### config.mk
export PLATFORM = sky130hd
export DESIGN_NAME = civil_time_to_epoch_seconds
export DESIGN_NICKNAME = d
export VERILOG_FILES = /design/src/rtl/ctes_pkg.sv /design/src/rtl/ctes_day_count.sv /design/src/rtl/civil_time_to_epoch_seconds.sv
export SDC_FILE = /design/constraint.sdc
export NUM_CORES = 1
export LEC_CHECK = 0
export ABC_CLOCK_PERIOD_IN_PS = 21600
export BUFFER_PORTS_ARGS = -buffer_cell sky130_fd_sc_hd__buf_2
export CAP_MARGIN = 20
export CORE_UTILIZATION = 30
export CTS_CLUSTER_SIZE = 8
export DETAILED_ROUTE_END_ITERATION = 16
export RECOVER_POWER = 25
export SLEW_MARGIN = 20
export SYNTH_ARGS = -nofsm -noshare
export SYNTH_HDL_FRONTEND = slang
export SYNTH_SLANG_ARGS = --single-unit
### constraint.sdc
create_clock -name i_clk -period 21.6 [get_ports i_clk]
set_input_delay 3.24 -clock i_clk [delete_from_list [all_inputs] [get_ports i_clk]]
set_output_delay 3.24 -clock i_clk [all_outputs]
set_load 0.02 [all_outputs]
### src/rtl/ctes_pkg.sv
`timescale 1ns / 1ps
// ----------------------------------------------------------------------------
// ctes_pkg: shared widths, constants and tables
// Field widths, calendar constants and the month offset table used by the
// civil time to epoch seconds pipeline.
// ----------------------------------------------------------------------------
package ctes_pkg;

    // Field widths.
    localparam int YEAR_W  = 14;
    localparam int MONTH_W = 4;
    localparam int DAY_W   = 5;
    localparam int HOUR_W  = 5;
    localparam int MIN_W   = 6;
    localparam int SEC_W   = 6;
    localparam int SECS_W  = 38;

    // Internal widths.
    localparam int YOFS_W  = 13;   // years since the epoch, up to 8029
    localparam int LEAP_W  = 11;   // leap days since the epoch, up to 1947
    localparam int DBM_W   = 9;    // days before the month, up to 335
    localparam int DAYS_W  = 22;   // days since the epoch, up to 2932896
    localparam int TOD_W   = 17;   // seconds of the day, up to 86399
    localparam int Q100_W  = 8;    // year / 100 for any 14-bit year

    // Calendar limits.
    localparam logic [YEAR_W-1:0]  EPOCH_YEAR = 14'd1970;
    localparam logic [YEAR_W-1:0]  LAST_YEAR  = 14'd9999;
    localparam logic [MONTH_W-1:0] FEB        = 4'd2;
    localparam logic [MONTH_W-1:0] DEC        = 4'd12;
    localparam logic [DAY_W-1:0]   LAST_DAY   = 5'd31;
    localparam logic [HOUR_W-1:0]  LAST_HOUR  = 5'd23;
    localparam logic [MIN_W-1:0]   LAST_MIN   = 6'd59;
    localparam logic [SEC_W-1:0]   LAST_SEC   = 6'd59;

    // Leap years in 1..1969: 492 - 19 + 4.
    localparam logic [YEAR_W-1:0]  LEAPS_BEFORE_EPOCH = 14'd477;

    // Division by 100 as multiply by 5243 and shift by 19; exact below 43690.
    localparam int                 DIV100_SHIFT = 19;
    localparam logic [12:0]        DIV100_MUL   = 13'd5243;
    localparam int                 PROD_W       = YEAR_W + 13;

    localparam logic [DAYS_W-1:0]  DAYS_PER_YEAR = 22'd365;
    localparam logic [TOD_W-1:0]   SECS_PER_HOUR = 17'd3600;
    localparam logic [TOD_W-1:0]   SECS_PER_MIN  = 17'd60;
    localparam logic [TOD_W-1:0]   SECS_PER_DAY  = 17'd86400;

    // Days in the months before the given month of a common year.
    function automatic logic [DBM_W-1:0] days_before_month(input logic [MONTH_W-1:0] month);
        logic [DBM_W-1:0] d;
        unique case (month)
            4'd1:    d = 9'd0;
            4'd2:    d = 9'd31;
            4'd3:    d = 9'd59;
            4'd4:    d = 9'd90;
            4'd5:    d = 9'd120;
            4'd6:    d = 9'd151;
            4'd7:    d = 9'd181;
            4'd8:    d = 9'd212;
            4'd9:    d = 9'd243;
            4'd10:   d = 9'd273;
            4'd11:   d = 9'd304;
            4'd12:   d = 9'd334;
            default: d = 9'd0;
        endcase
        return d;
    endfunction

endpackage

### src/rtl/ctes_day_count.sv
`timescale 1ns / 1ps
// ----------------------------------------------------------------------------
// ctes_day_count: three-stage day counter
// Turns year, month and day into whole days since 1970-01-01 with Gregorian
// leap years. Stage one forms the year / 100 products, stage two the leap
// day count, leap flag and month offset, stage three the final day sum.
// ----------------------------------------------------------------------------
module ctes_day_count (
    input  logic                             i_clk,
    input  logic                             i_rst_n,
    input  logic                             i_vld,
    input  logic [ctes_pkg::YEAR_W-1:0]      i_year,
    input  logic [ctes_pkg::MONTH_W-1:0]     i_month,
    input  logic [ctes_pkg::DAY_W-1:0]       i_day,
    output logic                             o_vld,
    output logic [ctes_pkg::DAYS_W-1:0]      o_days
);

    // Valid bits, one per stage.
    logic [2:0] r_vld;
    logic [2:0] n_vld;

    // Stage one registers.
    logic [ctes_pkg::YEAR_W-1:0]  r1_yr;
    logic [ctes_pkg::MONTH_W-1:0] r1_mon;
    logic [ctes_pkg::DAY_W-1:0]   r1_day;
    logic [ctes_pkg::PROD_W-1:0]  r1_pm1;
    logic [ctes_pkg::PROD_W-1:0]  r1_p;
    logic [ctes_pkg::PROD_W-1:0]  n1_pm1;
    logic [ctes_pkg::PROD_W-1:0]  n1_p;

    // Stage two registers.
    logic [ctes_pkg::YOFS_W-1:0]  r2_yofs;
    logic [ctes_pkg::LEAP_W-1:0]  r2_leaps;
    logic [ctes_pkg::DBM_W-1:0]   r2_dbm;
    logic [ctes_pkg::DAY_W-1:0]   r2_day;
    logic [ctes_pkg::YOFS_W-1:0]  n2_yofs;
    logic [ctes_pkg::LEAP_W-1:0]  n2_leaps;
    logic [ctes_pkg::DBM_W-1:0]   n2_dbm;

    // Stage three register.
    logic [ctes_pkg::DAYS_W-1:0]  r3_days;
    logic [ctes_pkg::DAYS_W-1:0]  n3_days;

    // Stage two working values.
    logic [ctes_pkg::YEAR_W-1:0]  s2_ym1;
    logic [ctes_pkg::Q100_W-1:0]  s2_q100m1;
    logic [ctes_pkg::Q100_W-1:0]  s2_q100;
    logic [ctes_pkg::YEAR_W-1:0]  s2_leaps_full;
    logic [ctes_pkg::YEAR_W+1:0]  s2_cent;
    logic                         s2_leap;

    // The valid bits shift along with the data.
    assign n_vld = {r_vld[1:0], i_vld};

    // Stage one: reciprocal products for (year - 1) / 100 and year / 100.
    assign n1_pm1 = ctes_pkg::PROD_W'(i_year - 14'd1) * ctes_pkg::PROD_W'(ctes_pkg::DIV100_MUL);
    assign n1_p   = ctes_pkg::PROD_W'(i_year) * ctes_pkg::PROD_W'(ctes_pkg::DIV100_MUL);

    // Stage two: leap days in the whole years, leap flag and month offset.
    always_comb begin
        s2_ym1    = r1_yr - 14'd1;
        s2_q100m1 = r1_pm1[ctes_pkg::DIV100_SHIFT +: ctes_pkg::Q100_W];
        s2_q100   = r1_p[ctes_pkg::DIV100_SHIFT +: ctes_pkg::Q100_W];
        s2_leaps_full = {2'b00, s2_ym1[ctes_pkg::YEAR_W-1:2]}
                      - ctes_pkg::YEAR_W'(s2_q100m1)
                      + ctes_pkg::YEAR_W'(s2_q100m1[ctes_pkg::Q100_W-1:2])
                      - ctes_pkg::LEAPS_BEFORE_EPOCH;
        s2_cent   = 16'(s2_q100) * 16'd100;
        // Divisible by 4 and not a century, or a century divisible by 400.
        s2_leap   = (r1_yr[1:0] == 2'b00)
                 && ((s2_cent != 16'(r1_yr)) || (s2_q100[1:0] == 2'b00));
        n2_leaps  = s2_leaps_full[ctes_pkg::LEAP_W-1:0];
        n2_yofs   = ctes_pkg::YOFS_W'(r1_yr - ctes_pkg::EPOCH_YEAR);
        n2_dbm    = ctes_pkg::days_before_month(r1_mon)
                  + ctes_pkg::DBM_W'(s2_leap && (r1_mon > ctes_pkg::FEB));
    end

    // Stage three: days = 365 * years + leap days + month offset + day - 1.
    assign n3_days = ctes_pkg::DAYS_W'(r2_yofs) * ctes_pkg::DAYS_PER_YEAR
                   + ctes_pkg::DAYS_W'(r2_leaps)
                   + ctes_pkg::DAYS_W'(r2_dbm)
                   + ctes_pkg::DAYS_W'(r2_day)
                   - 22'd1;

    // Control state.
    always_ff @(posedge i_clk) begin
        if (!i_rst_n) begin
            r_vld <= '0;
        end else begin
            r_vld <= n_vld;
        end
    end

    // Payload registers.
    always_ff @(posedge i_clk) begin
        r1_yr    <= i_year;
        r1_mon   <= i_month;
        r1_day   <= i_day;
        r1_pm1   <= n1_pm1;
        r1_p     <= n1_p;
        r2_yofs  <= n2_yofs;
        r2_leaps <= n2_leaps;
        r2_dbm   <= n2_dbm;
        r2_day   <= r1_day;
        r3_days  <= n3_days;
    end

    assign o_vld  = r_vld[2];
    assign o_days = r3_days;

endmodule

### src/rtl/civil_time_to_epoch_seconds.sv
`timescale 1ns / 1ps
// ----------------------------------------------------------------------------
// civil_time_to_epoch_seconds: UTC date and time to epoch seconds
// Checks a broken-down date and time and gives the seconds since
// 1970-01-01 00:00:00 with Gregorian leap years. Out-of-range items give
// a cleared result with o_valid_res low.
//
// Channel   Direction  Transfer condition        Payload
// command   in         i_start && !o_busy        i_year .. i_second
// result    out        o_strobe (one cycle)      o_seconds, o_valid_res
//
// An item passes from its transfer to its result strobe through the day
// counter (three stages) and the final multiply by 86400 with the add of
// the time of day (one stage). A new item may be transferred in every
// cycle; o_busy stays low. Reset clears the valid bits only; results
// cannot be held off.
// ----------------------------------------------------------------------------
module civil_time_to_epoch_seconds (
    input  logic                             i_clk,
    input  logic                             i_rst_n,
    input  logic                             i_start,
    output logic                             o_busy,
    input  logic [ctes_pkg::YEAR_W-1:0]      i_year,
    input  logic [ctes_pkg::MONTH_W-1:0]     i_month,
    input  logic [ctes_pkg::DAY_W-1:0]       i_day,
    input  logic [ctes_pkg::HOUR_W-1:0]      i_hour,
    input  logic [ctes_pkg::MIN_W-1:0]       i_minute,
    input  logic [ctes_pkg::SEC_W-1:0]       i_second,
    output logic                             o_strobe,
    output logic [ctes_pkg::SECS_W-1:0]      o_seconds,
    output logic                             o_valid_res
);

    logic                                 s_ok;
    logic [ctes_pkg::TOD_W-1:0]           n_tod;
    logic                                 s_days_vld;
    logic [ctes_pkg::DAYS_W-1:0]          s_days;
    logic [ctes_pkg::DAYS_W+ctes_pkg::TOD_W-1:0] s_total;

    // Range flag and time of day, delayed to line up with the day count.
    logic [2:0]                           r_ok;
    logic [ctes_pkg::TOD_W-1:0]           r_tod [3];

    // Output registers.
    logic                                 r_strobe;
    logic                                 r_valid_res;
    logic [ctes_pkg::SECS_W-1:0]          r_seconds;
    logic [ctes_pkg::SECS_W-1:0]          n_seconds;

    // Every field is checked against its range.
    assign s_ok = (i_year >= ctes_pkg::EPOCH_YEAR) && (i_year <= ctes_pkg::LAST_YEAR)
               && (i_month != '0) && (i_month <= ctes_pkg::DEC)
               && (i_day != '0) && (i_day <= ctes_pkg::LAST_DAY)
               && (i_hour <= ctes_pkg::LAST_HOUR)
               && (i_minute <= ctes_pkg::LAST_MIN)
               && (i_second <= ctes_pkg::LAST_SEC);

    // Seconds within the day.
    assign n_tod = ctes_pkg::TOD_W'(i_hour) * ctes_pkg::SECS_PER_HOUR
                 + ctes_pkg::TOD_W'(i_minute) * ctes_pkg::SECS_PER_MIN
                 + ctes_pkg::TOD_W'(i_second);

    ctes_day_count u_day_count (
        .i_clk   (i_clk),
        .i_rst_n (i_rst_n),
        .i_vld   (i_start),
        .i_year  (i_year),
        .i_month (i_month),
        .i_day   (i_day),
        .o_vld   (s_days_vld),
        .o_days  (s_days)
    );

    // Final stage: whole days in seconds plus the time of day.
    assign s_total   = (ctes_pkg::DAYS_W+ctes_pkg::TOD_W)'(s_days)
                     * (ctes_pkg::DAYS_W+ctes_pkg::TOD_W)'(ctes_pkg::SECS_PER_DAY)
                     + (ctes_pkg::DAYS_W+ctes_pkg::TOD_W)'(r_tod[2]);
    assign n_seconds = r_ok[2] ? s_total[ctes_pkg::SECS_W-1:0] : '0;

    // Control state.
    always_ff @(posedge i_clk) begin
        if (!i_rst_n) begin
            r_strobe <= 1'b0;
        end else begin
            r_strobe <= s_days_vld;
        end
    end

    // Payload registers.
    always_ff @(posedge i_clk) begin
        r_ok        <= {r_ok[1:0], s_ok};
        r_tod[0]    <= n_tod;
        r_tod[1]    <= r_tod[0];
        r_tod[2]    <= r_tod[1];
        r_valid_res <= r_ok[2];
        r_seconds   <= n_seconds;
    end

    assign o_busy      = 1'b0;
    assign o_strobe    = r_strobe;
    assign o_seconds   = r_seconds;
    assign o_valid_res = r_valid_res;

`ifndef SYNTHESIS
    // A result strobe is traced back through the pipeline to its transfer.
    a_latency: assert property (@(posedge i_clk) disable iff (!i_rst_n)
        o_strobe |-> $past(i_start, 4))
        else $error("result strobe without a transfer four cycles earlier");

    // A transfer is always answered by a result strobe.
    a_answer: assert property (@(posedge i_clk) disable iff (!i_rst_n)
        i_start |-> ##4 o_strobe)
        else $error("transfer not answered by a result");

    // An out-of-range result carries zero seconds.
    a_zero: assert property (@(posedge i_clk) disable iff (!i_rst_n)
        (o_strobe && !o_valid_res) |-> (o_seconds == '0))
        else $error("invalid result with non-zero seconds");

    // Results never exceed 9999-12-31 23:59:59.
    a_max: assert property (@(posedge i_clk) disable iff (!i_rst_n)
        o_strobe |-> (o_seconds <= 38'd253402300799))
        else $error("seconds beyond the last representable instant");
`endif

endmodule

==> run metrics, run 1 <==
outcome=finished clean; Final ANT Viol Nets=0; Worst Path Max Fanout=13; post-route setup slack=11.65 ns; final setup fails=0; register area=4100 um^2; Worst path max stage delay=0.72 ns; final worst-path cycle share=0.461; setup TNS=0 ns; RePlAce Congestion=0.865; Routed WL=44800 um; hold path depth=0; core area=79000 um^2; EDFF count, synth=0; RSZ-0062 raised after global routing=no; min-delay worst type=flop to flop; sequential cell area fraction in the yosys report=0.171; Worst EP arrival=10.46 ns; Die X=285 um; slowest CP cell=o41ai_1; Clock Sinks=205; layout cell share with drive strength beyond 1=0.0573; Syn Nets=3277; Mapped Area=24000 um^2; per-cell routed wire length=12.5 um; initial antenna violation count=3; Worst-path clk slew=0.06 ns; Max transition margin=0.331; # IOs=84; largest net degree at the start of global routing=30; Synth Area per Inst=9.87 um^2; R2R cell count=18; via count=15400; critical path required time=22.11 ns; synthesis-to-layout area growth=10.6%; die height=285 um; Fmax=0.101 GHz; CP endpoint kind=flop; most common cell after layout, fill and taps aside=inv_1; DRT Pass-1 Iters=4; cts repair resizes=0; clk buf depth=3; Crit path top cell by count=nand2_1; Layout fillers=8136; IO Port Bufs=82; Main synth FF type=dfxtp_1; # Post-CTS Setup Buffers=0; # rows=103; total track usage=0.115; Final nets=3371; GRT Residual Overflow=0; Crit Path Class=input pin to flop; Post-CTS Hold Fix Bufs=0; Syn Inst Count=2430; max-slew violation count=0; most frequent cells in the layout=inv_1 (570), ha_1 (522), fa_1 (282), dfxtp_1 (205), xnor2_1 (145); Root Driver=clkbuf_16; Multi-input gate area=17600 um^2; DIE AREA=81100 um^2; synthesis-stage register bit count=205; post-place setup slack=11.06 ns; Initial DRC Count=369; DRC Markers=0; first-pass GRT wire length=77200 um; Least-Margin Pin Slew=0.978 ns; CTS tree=built; post-DP HPWL=39000 um; worst skew pair latency=0.61 ns; Netlist cell types=75; post-layout min period=9.95 ns; Startpoint Class=input pin; Placed Cells incl. Taps=3541; TritonCTS buffer count=31; Synth async-reset ratio=0; # H-tree levels=1; Synth area leader=ha_1; final hold vios=0; clock skew=0.0408 ns; Via density=4.28; Area contributors post-synth=ha_1 (27%), fa_1 (24%), dfxtp_1 (17%); fin cells=3584; Initial Util=0.303; yosys warns=0; max cap viols=0; top-area cell type share of the netlist area=0.272; vias in the first global route=16100
[per-stage QoR]
step / hold slack [ns] / cell area (um^2) / utilization
after CTS: 0.318 / 26500 / 0.335
after floorplan: 0.310 / 24000 / -
after detailed placement: 0.312 / 25600 / 0.324
after global placement: 0.310 / 25600 / 0.324
after global routing: 0.322 / 26500 / 0.335
final: 0.317 / 26500 / 0.336
[cells by family after synthesis]
group / synth area share
other: 0.000156
buffers and inverters: 0.0935
DFF: 0.171
muxes: 0.00522
AOI/OAI and AO/OA: 0.0844
adders and majority gates: 0.508
and+or+nand+nor: 0.0671
xor gates and xnor gates: 0.0705
[cell usage after synthesis, drive strengths merged (26+ instances only)]
cell type  number
o21ai          57
a21oi          91
a21o           45
nor3           26
xnor2         145
dfxtp         205
xor2           48
fa            282
nand2          62
nor2           90
nand3          31
inv           570
ha            522
[final cells by class]
| cell class | count | share of cell area |
|---|---|---|
| Timing Repair Buffer | 83 | 0.0158 |
| Antenna cell | 2 | 0.000189 |
| Tap cell | 1050 | 0.0496 |
| Clock inverter | 4 | 0.00227 |
| Sequential cell | 205 | 0.155 |
| Multi-Input combinational cell | 1631 | 0.665 |
| Inverter | 572 | 0.0810 |
| Clock buffer | 37 | 0.0313 |
[critical path: cells and delay by family]
kind            cells  cell delay, ns
simple gates        8            0.79
buf+inv             6            1.02
compound gates      8            2.10
xor+xnor            2            0.39
fa+ha+maj           7            2.94
[path summary, 6_finish.rpt]
check | from | to | slack (ns)
setup / recovery | i_year[0] | u_day_count.r1_pm1[26] | 11.65
hold / removal | r_tod[0][18] | r_tod[0][35] | 0.32
setup reg to reg | u_day_count.o_days[8] | o_seconds[37] | 15.57
hold reg to reg | r_tod[0][18] | r_tod[0][35] | 0.32
[state kept, by name, indices dropped and copies added (netlist names), 3 cells and up, named ones only]
name and count:
o_seconds 38, r_ok 3, r_tod 51, u_day_count.o_days 22, u_day_count.r1_day 5, u_day_count.r1_mon 4
u_day_count.r1_p 8, u_day_count.r1_pm1 8, u_day_count.r1_yr 14, u_day_count.r2_day 5, u_day_count.r2_dbm 9, u_day_count.r2_leaps 11
u_day_count.r2_yofs 13, u_day_count.r_vld 3
[layer usage]
metal  track usage  up-vias  routed length [um]
met4        0.0285        4                 940
li1              -     7964                   -
met1         0.147     7174               21000
met3        0.0162       57                1550
met5             0        -                  23
met2         0.201      157               21300
Power of run 1 is left out: the tool's default activity adds up to more than one toggle a clock period on the data nets, which glitch-free logic cannot reach.
==> inputs of run 2 (changes only) <==
--- a/config.mk
+++ b/config.mk
@@ -5,7 +5,7 @@
 export SDC_FILE = /design/constraint.sdc
 export NUM_CORES = 1
 export LEC_CHECK = 0
-export ABC_CLOCK_PERIOD_IN_PS = 21600
+export ABC_CLOCK_PERIOD_IN_PS = 8300
 export BUFFER_PORTS_ARGS = -buffer_cell sky130_fd_sc_hd__buf_2
 export CAP_MARGIN = 20
 export CORE_UTILIZATION = 30
==> constraint.sdc (replaced) <==
create_clock -name i_clk -period 8.3 [get_ports i_clk]
set_input_delay 1.245 -clock i_clk [delete_from_list [all_inputs] [get_ports i_clk]]
set_output_delay 1.245 -clock i_clk [all_outputs]
set_load 0.02 [all_outputs]
==> run metrics, run 2 (synthesized netlist as in run 1, its figures left out) <==
per-cell routed wire length=12.3 um (was 12.5 um); DIE AREA=81100 um^2 (unchanged); Worst EP arrival=7.95 ns (was 10.46 ns); Clock Sinks=205 (unchanged); Max transition margin=0.421 (was 0.331); vias in the first global route=15900 (was 16100); most frequent cells in the layout=inv_1 (570), ha_1 (522), fa_1 (282), dfxtp_1 (205), xnor2_1 (145) (unchanged); number of flip-flops under the largest register name=51 (unchanged); final setup fails=0 (unchanged); synthesis-to-layout area growth=10.9% (was 10.6%); setup TNS=0 ns (unchanged); most common cell after layout, fill and taps aside=inv_1 (unchanged); post-layout min period=7.44 ns; hold path depth=0 (unchanged); Root Driver=clkbuf_16 (unchanged); RSZ-0062 raised after global routing=no (unchanged); Die X=285 um (unchanged); min-delay worst type=flop to flop (unchanged); core area=79000 um^2 (unchanged); Layout fillers=8108 (was 8136); # H-tree levels=1 (unchanged); first-pass GRT wire length=76700 um (was 77200 um); final hold vios=0 (unchanged); Initial Util=0.303 (unchanged); slowest CP cell=o41ai_1 (unchanged); DRT Pass-1 Iters=5 (was 4); GRT Residual Overflow=0 (unchanged); Fin Hold WS=0.316 ns (was 0.317 ns); CTS tree=built (unchanged); largest net degree at the start of global routing=30 (unchanged); clock skew=0.0195 ns (was 0.0408 ns); Critical R2R Capture=o_seconds[37] (unchanged); via count=15400 (about the same); initial antenna violation count=4 (was 3); layout cell share with drive strength beyond 1=0.0593 (was 0.0573); Post-Layout Inst Area=26600 um^2 (was 26500 um^2); max cap viols=0 (unchanged); die height=285 um (unchanged); Core Util, Final=0.337 (was 0.336); Worst Min Path Start=r_tod[0][14] (was r_tod[0][18]); clk buf depth=3 (unchanged); CP endpoint kind=flop (unchanged); r2r setup slk=2.29 ns (was 15.57 ns); Final ANT Viol Nets=0 (unchanged); R2R cell count=18 (unchanged); Top reg by flops=r_tod (unchanged); Initial DRC Count=429 (was 369); Crit Path Class=input pin to flop (unchanged); Least-Margin Pin Slew=0.861 ns (was 0.978 ns); Fmax=0.134 GHz; Worst Path Max Fanout=7 (was 13); worst skew pair latency=0.59 ns (was 0.61 ns); DRC Markers=0 (unchanged); critical path required time=8.81 ns (was 22.11 ns); Crit Reg-Reg Startpoint=u_day_count.o_days[9] (was u_day_count.o_days[8]); IO Port Bufs=82 (unchanged); post-DP HPWL=38600 um (was 39000 um); TritonCTS buffer count=31 (unchanged); # Post-CTS Setup Buffers=0 (unchanged); Worst path max stage delay=0.64 ns (was 0.72 ns); Final nets=3384 (was 3371); RePlAce Congestion=0.861 (was 0.865); # IOs=84 (unchanged); Worst-path clk slew=0.05 ns (was 0.06 ns); max-slew violation count=0 (unchanged); cts repair resizes=0 (unchanged); Startpoint Class=input pin (unchanged); end of the worst hold path=r_tod[0][31] (was r_tod[0][35]); final worst-path cycle share=0.896; DP Area=25700 um^2 (was 25600 um^2); total track usage=0.113 (was 0.115); Routed WL=44400 um (was 44800 um); # rows=103 (unchanged); Post-CTS Hold Fix Bufs=0 (unchanged); outcome=finished clean (unchanged); Via density=4.28 (about the same)
## run 2: cell types whose count changed in the layout (fill, tap and decap cells not counted), sizes merged
cell	delta
clkbuf	+7
buf	+6
diode	-1
## run 2: metrics by stage
stage                     cells  setup slack (ns)
after global routing       3595             0.281
after global placement     3554             0.269
final                      3596             0.861
after CTS                  3595             0.799
after floorplan            2430             0.821
after detailed placement   3554             0.224
## run 2: routing by layer
layer,part of all wire,GRT usage
met1,0.47,0.146
met2,0.48,0.200
met3,0.031,0.0164
met4,0.017,0.0245
met5,0.0012,0
## run 2: critical path, delay by kind of cell
kind / cells / cell delay (ns)
buffers and inverters: 5 / 0.60
and+or+nand+nor: 5 / 0.48
adders and majority gates: 7 / 2.93
AOI/OAI and AO/OA: 9 / 2.36
xor gates and xnor gates: 2 / 0.32
## run 2: layout make-up
cell class	instances	area [um^2]	area share
multi-input combinational	1631	17600	0.663
clock inverter	4	60.1	0.00226
tap	1050	1310	0.0494
clock buffer	37	828	0.0311
timing repair buffer	96	507	0.0191
sequential	205	4100	0.154
antenna	1	2.50	0.0000941
inverter	572	2150	0.0807
## run 2: how the worst max path moves through the flow
stage | from | endpoint | slack, ns | depth (start not counted)
finish | i_year[2] | u_day_count.r1_pm1[26] | 0.86 | 28
global route | i_year[2] | u_day_count.r1_pm1[26] | 0.28 | 28
CTS | i_year[2] | u_day_count.r1_pm1[26] | 0.80 | 28
detailed placement | i_year[2] | u_day_count.r1_pm1[26] | 0.22 | 28
global placement | i_year[2] | u_day_count.r1_pm1[26] | 0.27 | 32
floorplan | i_year[2] | u_day_count.r1_pm1[26] | 0.82 | 31
Power of run 2 is left out for the same reason.
